===== src/rtl/core/iwd_pkg.sv =====
// Package for the instruction word decoder: format and operand-form codes,
// opcode constants, the opcode table and the decode result record.
// No dependencies.
package iwd_pkg;

	localparam int unsigned WordW = 32;
	localparam int unsigned OpW   = 7;
	localparam int unsigned RegW  = 5;

	// Opcodes with special operand handling.
	localparam logic [OpW-1:0] OP_LOAD_LO = 7'h30;
	localparam logic [OpW-1:0] OP_LOAD_HI = 7'h34;
	localparam logic [OpW-1:0] OP_DEBUG   = 7'h52;
	localparam logic [OpW-1:0] OP_HALT    = 7'h7F;

	// Offset added on top of the immediate for branch targets.
	localparam logic [WordW-1:0] BranchOffset = 32'd4;

	// Instruction format classes.
	typedef enum logic [2:0] {
		FMT_R = 3'd0,
		FMT_I = 3'd1,
		FMT_S = 3'd2,
		FMT_B = 3'd3,
		FMT_U = 3'd4,
		FMT_J = 3'd5
	} fmt_t;

	// Operand-form codes.
	typedef enum logic [2:0] {
		FORM_NONE        = 3'd0,
		FORM_RS1_ONLY    = 3'd1,
		FORM_NORMAL      = 3'd2,
		FORM_LOAD        = 3'd3,
		FORM_JUMP_NOLINK = 3'd4
	} form_t;

	// Result of the opcode table lookup.
	typedef struct packed {
		logic known;
		fmt_t fmt;
	} op_class_t;

	// Decoded fields that come from the table, the immediate and the target.
	typedef struct packed {
		logic              known;
		fmt_t              fmt;
		form_t             form;
		logic [WordW-1:0]  imm;
		logic [WordW-1:0]  target;
		logic              has_target;
	} dec_t;

	// Fixed opcode table. Unknown opcodes report format R with known clear.
	function automatic op_class_t lookup_op(input logic [OpW-1:0] op);
		op_class_t res;
		res.known = 1'b1;
		res.fmt   = FMT_R;
		unique case (op) inside
			[7'h00:7'h0F]: res.fmt = FMT_R;
			[7'h10:7'h17]: res.fmt = FMT_I;
			[7'h18:7'h1D]: res.fmt = FMT_R;
			7'h1E:         res.fmt = FMT_I;
			7'h20:         res.fmt = FMT_U;
			[7'h30:7'h34]: res.fmt = FMT_I;
			[7'h38:7'h3A]: res.fmt = FMT_S;
			7'h3F:         res.fmt = FMT_R;
			7'h40:         res.fmt = FMT_J;
			7'h41:         res.fmt = FMT_I;
			[7'h48:7'h4D]: res.fmt = FMT_B;
			7'h50, 7'h51:  res.fmt = FMT_R;
			7'h52:         res.fmt = FMT_I;
			7'h7F:         res.fmt = FMT_R;
			default: begin
				res.known = 1'b0;
				res.fmt   = FMT_R;
			end
		endcase
		return res;
	endfunction

endpackage


===== src/rtl/core/iwd_decode.sv =====
// Combinational decode of one instruction word: table lookup, operand form,
// immediate assembly and control-transfer target. Depends on iwd_pkg.
module iwd_decode (
	input  logic [iwd_pkg::WordW-1:0] fetch_address,
	input  logic [iwd_pkg::WordW-1:0] word,
	output iwd_pkg::dec_t             dec
);
	import iwd_pkg::*;

	logic [OpW-1:0]   op;
	op_class_t        cls;
	logic [WordW-1:0] imm;
	logic [WordW-1:0] add_ofs;

	assign op  = word[OpW-1:0];
	assign cls = lookup_op(op);

	// Immediate in the layout of the format.
	always_comb begin
		case (cls.fmt)
			FMT_I:   imm = {{20{word[31]}}, word[31:20]};
			FMT_S:   imm = {{20{word[31]}}, word[31:25], word[11:7]};
			FMT_B:   imm = {{19{word[31]}}, word[31], word[7], word[30:25],
				word[11:8], 1'b0};
			FMT_U:   imm = {word[31:12], 12'h000};
			FMT_J:   imm = {{11{word[31]}}, word[31], word[19:12], word[20],
				word[30:21], 1'b0};
			default: imm = '0;
		endcase
	end

	// Branches are relative to the next word, jumps to the word itself.
	assign add_ofs = (cls.fmt == FMT_B) ? BranchOffset : '0;

	// Operand form, target and unknown-opcode masking.
	always_comb begin
		dec.known      = cls.known;
		dec.fmt        = cls.fmt;
		dec.imm        = cls.known ? imm : '0;
		dec.has_target = cls.known && (cls.fmt == FMT_B || cls.fmt == FMT_J);
		dec.target     = dec.has_target ? (fetch_address + imm + add_ofs) : '0;
		if (!cls.known || op == OP_HALT) begin
			dec.form = FORM_NONE;
		end else if (op == OP_DEBUG) begin
			dec.form = FORM_RS1_ONLY;
		end else if (op >= OP_LOAD_LO && op <= OP_LOAD_HI) begin
			dec.form = FORM_LOAD;
		end else if (cls.fmt == FMT_J && word[11:7] == 5'd0) begin
			dec.form = FORM_JUMP_NOLINK;
		end else begin
			dec.form = FORM_NORMAL;
		end
	end

endmodule


===== src/rtl/core/instruction_word_decoder.sv =====
// Top level of the instruction word decoder: input register, decode logic
// and result register with valid/stall handshakes. Depends on iwd_pkg and
// iwd_decode.
//
// Usage:
// A request carries fetch_address and word and is taken at a rising edge
// where req_valid is high and req_stall is low. Each request gives exactly
// one result, shown on the result ports while res_valid is high and taken
// at an edge where res_stall is low.
// Path: a request taken goes into the input register, and its decode is
// registered in the result register, which drives the result ports.
// Throughput: one request per cycle, sustained, as long as the receiver
// takes results; the decode is one pass through the table, the immediate
// mux and a 32-bit three-term add between the input and result registers.
// Stall: when the receiver stalls, the result register holds its value and
// the input register still accepts one more request; req_stall rises only
// when both registers are full and the result is not being taken.
// Reset: arst_n clears both valid flags; no result is pending afterward and
// a request can be taken at the first edge after reset is released.
module instruction_word_decoder (
	input  logic                      clk,
	input  logic                      arst_n,
	input  logic                      req_valid,
	output logic                      req_stall,
	input  logic [iwd_pkg::WordW-1:0] fetch_address,
	input  logic [iwd_pkg::WordW-1:0] word,
	output logic                      res_valid,
	input  logic                      res_stall,
	output logic                      known,
	output logic [iwd_pkg::OpW-1:0]   opcode,
	output logic [2:0]                format,
	output logic [2:0]                operand_form,
	output logic [iwd_pkg::RegW-1:0]  dest_reg,
	output logic [iwd_pkg::RegW-1:0]  src1_reg,
	output logic [iwd_pkg::RegW-1:0]  src2_reg,
	output logic signed [iwd_pkg::WordW-1:0] immediate,
	output logic [iwd_pkg::WordW-1:0] target,
	output logic                      has_target
);
	import iwd_pkg::*;

	logic             valid_s1;
	logic [WordW-1:0] addr_s1;
	logic [WordW-1:0] word_s1;
	logic             valid_s2;
	logic [WordW-1:0] word_s2;
	dec_t             dec_s2;
	dec_t             dec;
	logic             s2_free;
	logic             s1_free;
	logic             req_take;

	// Stage flow control.
	assign s2_free   = !valid_s2 || !res_stall;
	assign s1_free   = !valid_s1 || s2_free;
	assign req_stall = !s1_free;
	assign req_take  = req_valid && s1_free;

	// Input register.
	always_ff @(posedge clk or negedge arst_n) begin
		if (!arst_n) begin
			valid_s1 <= 1'b0;
		end else if (s1_free) begin
			valid_s1 <= req_valid;
		end
	end

	always_ff @(posedge clk) begin
		if (req_take) begin
			addr_s1 <= fetch_address;
			word_s1 <= word;
		end
	end

	iwd_decode u_decode (
		.fetch_address (addr_s1),
		.word          (word_s1),
		.dec           (dec)
	);

	// Result register.
	always_ff @(posedge clk or negedge arst_n) begin
		if (!arst_n) begin
			valid_s2 <= 1'b0;
		end else if (s2_free) begin
			valid_s2 <= valid_s1;
		end
	end

	always_ff @(posedge clk) begin
		if (s2_free && valid_s1) begin
			word_s2 <= word_s1;
			dec_s2  <= dec;
		end
	end

	// Result ports.
	assign res_valid    = valid_s2;
	assign known        = dec_s2.known;
	assign opcode       = word_s2[OpW-1:0];
	assign format       = dec_s2.fmt;
	assign operand_form = dec_s2.form;
	assign dest_reg     = word_s2[11:7];
	assign src1_reg     = word_s2[19:15];
	assign src2_reg     = word_s2[24:20];
	assign immediate    = dec_s2.imm;
	assign target       = dec_s2.target;
	assign has_target   = dec_s2.has_target;

endmodule


===== config.mk =====
export PLATFORM = sky130hd
export DESIGN_NAME = instruction_word_decoder
export DESIGN_NICKNAME = d
export VERILOG_FILES = /design/src/rtl/core/iwd_pkg.sv /design/src/rtl/core/iwd_decode.sv /design/src/rtl/core/instruction_word_decoder.sv
export SDC_FILE = /design/constraint.sdc
export NUM_CORES = 1
export LEC_CHECK = 0
export BUFFER_PORTS_ARGS = -buffer_cell sky130_fd_sc_hd__buf_2
export CAP_MARGIN = 20
export CORE_MARGIN = 2
export CORE_UTILIZATION = 55
export DETAILED_ROUTE_END_ITERATION = 12
export PLACE_DENSITY = 0.82
export SETUP_SLACK_MARGIN = 0.05
export SKIP_CTS_REPAIR_TIMING = 1
export SLEW_MARGIN = 20
export SYNTH_ARGS = -nofsm -noshare
export SYNTH_HDL_FRONTEND = slang
export SYNTH_HIERARCHICAL = 1
export SYNTH_SLANG_ARGS = --single-unit

===== constraint.sdc =====
create_clock -name clk -period 8.65 [get_ports clk]
set_input_delay 0.865 -clock clk [delete_from_list [all_inputs] [get_ports clk]]
set_output_delay 0.865 -clock clk [all_outputs]
set_load 0.01 [all_outputs]

==> results_dict.tcl <==
set metrics [dict create \
    ys_types 62 \
    area_growth_pct 20.0 \
    vias 5497 \
    dieArea_sq_mm 0.0153 \
    met2_wirelength_um 8540 \
    synthFlopType "edfxtp_1" \
    die_y_um 124 \
    crit_path_cell_trace "or4_1 > nor2_1 > nor2_2 > buf_4 > inv_1 > nor2_1 > o21ai_0 > inv_1 > fa_1 > inv_1 > fa_1 > a21oi_1 > o21ai_0 > a221oi_1 > o21ai_0 > a41o_1 > xnor2_1 > nor2_1" \
    setup-violations-final 0 \
    routed_wl_um 17800 \
    cts_buffer_depth 2 \
    cp_max_fo 27 \
    max_freq_mhz 171 \
    port_buffers 163 \
    gp_congestion 0.901 \
    powerDensity_mw_per_mm2 205 \
    finalSetupTns_ns 0 \
    hp-class "input port to asynchronous set/reset pin" \
    diodes 0 \
    multiInputGateArea_sq_mm 0.00293 \
    worstPathArrival_ns 6.02 \
    cap_violations 0 \
    synth-edff-count 158 \
    startpoint "word_s1[3]$_DFFE_PP_" \
    cts_tree "built" \
    cp-start-kind "flip-flop" \
    ant_nets 0 \
    yosys_warnings 6 \
    async_flop_share 0.0125 \
    drt_iter0_drc 394 \
    syn_inst 599 \
    fillCellCount 1034 \
    viasPerCell 5.73 \
    start_util 0.565 \
    syn_nets 729 \
    coreArea_sq_mm 0.0139 \
    yosysSeqAreaShare 0.609 \
    grt_start_max_net_pins 65 \
    cts_max_level 4 \
    required_ns 8.82 \
    grt_pass1_wl_um 26800 \
    hold_violations 0 \
    regArea_sq_mm 0.00479 \
    grt_overflow 0 \
    post-route-period-util 0.676 \
    crit_family "compound AO/OA/AOI/OAI gates" \
    layout.nets 897 \
    rows 43 \
    critPathSlowestCell "or4_1" \
    max_stage_delay_ns 0.63 \
    ios 164 \
    cts_buffers 17 \
    cts_root_buf "clkbuf_16" \
    clk_pin_slew_ns 0.07 \
    slew_headroom 0.431 \
    antenna_found_initial 0 \
    syn_area_sq_mm 0.00788 \
    ir_worst_vdd_mv 0.173 \
    finalCriticalPeriod_ns 5.85 \
    dp_hpwl_um 12800 \
    p_leak_nw 4.28 \
    endpoint_kind "flip-flop" \
    drive_above_1_share 0.281 \
    top_layer "met4" \
    crit_type "flip-flop to flip-flop" \
    die_w_um 124 \
    skew_ns 0.00932 \
    final_util 0.678 \
    clkSinkCount 160 \
    drcViolationCount 0 \
    tightest_slew_ns 0.853 \
    wl_per_cell_um 18.6 \
    met3_length_um 1050 \
    r2r_start "word_s1[3]$_DFFE_PP_" \
    track_usage 0.237 \
    insertion_delay_ns 0.42 \
    drt_pass1_iterations 5 \
    rsz0062_at_grt "no" \
    postSynthAreaPerCell_sq_um 13.2 \
    wl_met1_um 8000 \
    first_global_vias 5139 \
    synth-seq-cells 160 \
    cp_num_buf_inv 4 \
    slew_viol_final 0 \
    status "completed" \
]
-- flip-flops by register name, summed over array words and instances, names as in the netlist --
| register | cells |
|---|---|
| addr_s1 | 32 |
| format | 3 |
| has_target | 1 |
| immediate | 32 |
| known | 1 |
| operand_form | 3 |
| res_valid | 1 |
| target | 32 |
| valid_s1 | 1 |
| word_s1 | 32 |
| word_s2 | 22 |
-- power breakdown --
part | switching (mW) | internal (mW) | total, mW | leakage (nW)
clock | 0.308 | 0.397 | 0.705 | 0.269
combinational | 0.170 | 0.111 | 0.281 | 2.44
sequential | 0.0282 | 0.922 | 0.950 | 1.57
-- synth_stat cells (3+ instances only) --
cell	instances	share of area
a211oi_1	3	0.0029
a21boi_0	4	0.0038
a21o_1	46	0.044
a21oi_1	37	0.024
a31oi_1	4	0.0032
and2_1	18	0.014
and3_1	3	0.0024
buf_2	8	0.0051
clkbuf_1	12	0.0057
edfxtp_1	158	0.60
ha_1	60	0.095
inv_1	21	0.010
mux2i_1	4	0.0051
nand2_1	33	0.016
nand2b_1	4	0.0032
nand3_1	16	0.010
nand4_1	8	0.0064
nor2_1	35	0.017
nor2b_1	3	0.0024
nor3_1	11	0.0070
nor3b_1	3	0.0029
o21a_1	4	0.0038
o21ai_0	19	0.012
o21bai_1	8	0.0076
o31ai_1	7	0.0067
or2_2	4	0.0032
or4_1	3	0.0029
xnor2_1	10	0.011
xor2_1	10	0.011
-- metal layers --
metal,GRT usage,vias to the layer above
met5,0,-
met4,0.0781,0
met3,0.0545,24
met2,0.375,194
met1,0.326,2658
li1,-,2621
-- placed cells by master, fill, tap and decap left out, types with 8 or more instances in the layout --
cell and instances:
buf_2 163, edfxtp_1 158, ha_1 60, a21o_1 46
a21oi_1 37, nor2_1 34, nand2_1 33, inv_1 21
o21ai_0 19, clkbuf_16 17, and2_1 17, nand3_1 16
nor3_1 11, xnor2_1 10, xor2_1 10, nand4_1 8
o21bai_1 8
-- worst paths after layout --
check,end,slack (ns),cells after the start
max reg2reg,target[21]$_DFFE_PP_,2.80,18
min,valid_s1$_DFFE_PN0P_,0.22,1
max in group asynchronous,res_valid$_DFFE_PN0P_,8.34,1
min in group clk,word_s2[19]$_DFFE_PP_,0.49,0
max,target[21]$_DFFE_PP_,2.80,18
min reg2reg,word_s2[19]$_DFFE_PP_,0.49,0
-- logic make-up after synthesis --
| group | share of synthesized area |
|---|---|
| flops | 0.609 |
| mux | 0.00651 |
| xor+xnor | 0.0222 |
| buf+inv | 0.0218 |
| simple gates | 0.106 |
| compound gates | 0.134 |
| fa+ha+maj | 0.100 |
-- worst reg2reg max path: cells and delay by family (launching register included) --
family,cells,cell delay (ns)
buffers and inverters,4,0.83
adder cells (fa/ha/maj),2,0.95
XOR/XNOR,1,0.17
AO/OA/AOI/OAI,6,1.89
flip-flops,1,0.60
AND/OR/NAND/NOR,5,1.16
-- per-stage QoR --
stage | cells | setup slack, ns | cell area, sq um | power [mW] | hold WS [ns]
after global placement | 928 | 3.06 | 8890 | 1.24 | 0.464
after floorplan | 599 | 0.310 | 7880 | 1.15 | 0.421
after CTS | 960 | 2.84 | 9450 | 1.95 | 0.199
after detailed placement | 928 | 2.84 | 8890 | 1.24 | 0.474
after global routing | 960 | 2.40 | 9450 | 2.02 | 0.194
final | 960 | 2.80 | 9450 | 1.94 | 0.216
-- final cells by class --
cell class | instances | area share
Clock inverter | 15 | 0.0140
Clock buffer | 17 | 0.0450
Tap cell | 180 | 0.0238
Multi-Input combinational cell | 396 | 0.310
Sequential cell | 160 | 0.507
Timing Repair Buffer | 169 | 0.0911
Inverter | 23 | 0.00913
Power figures use the tool's default switching activity.
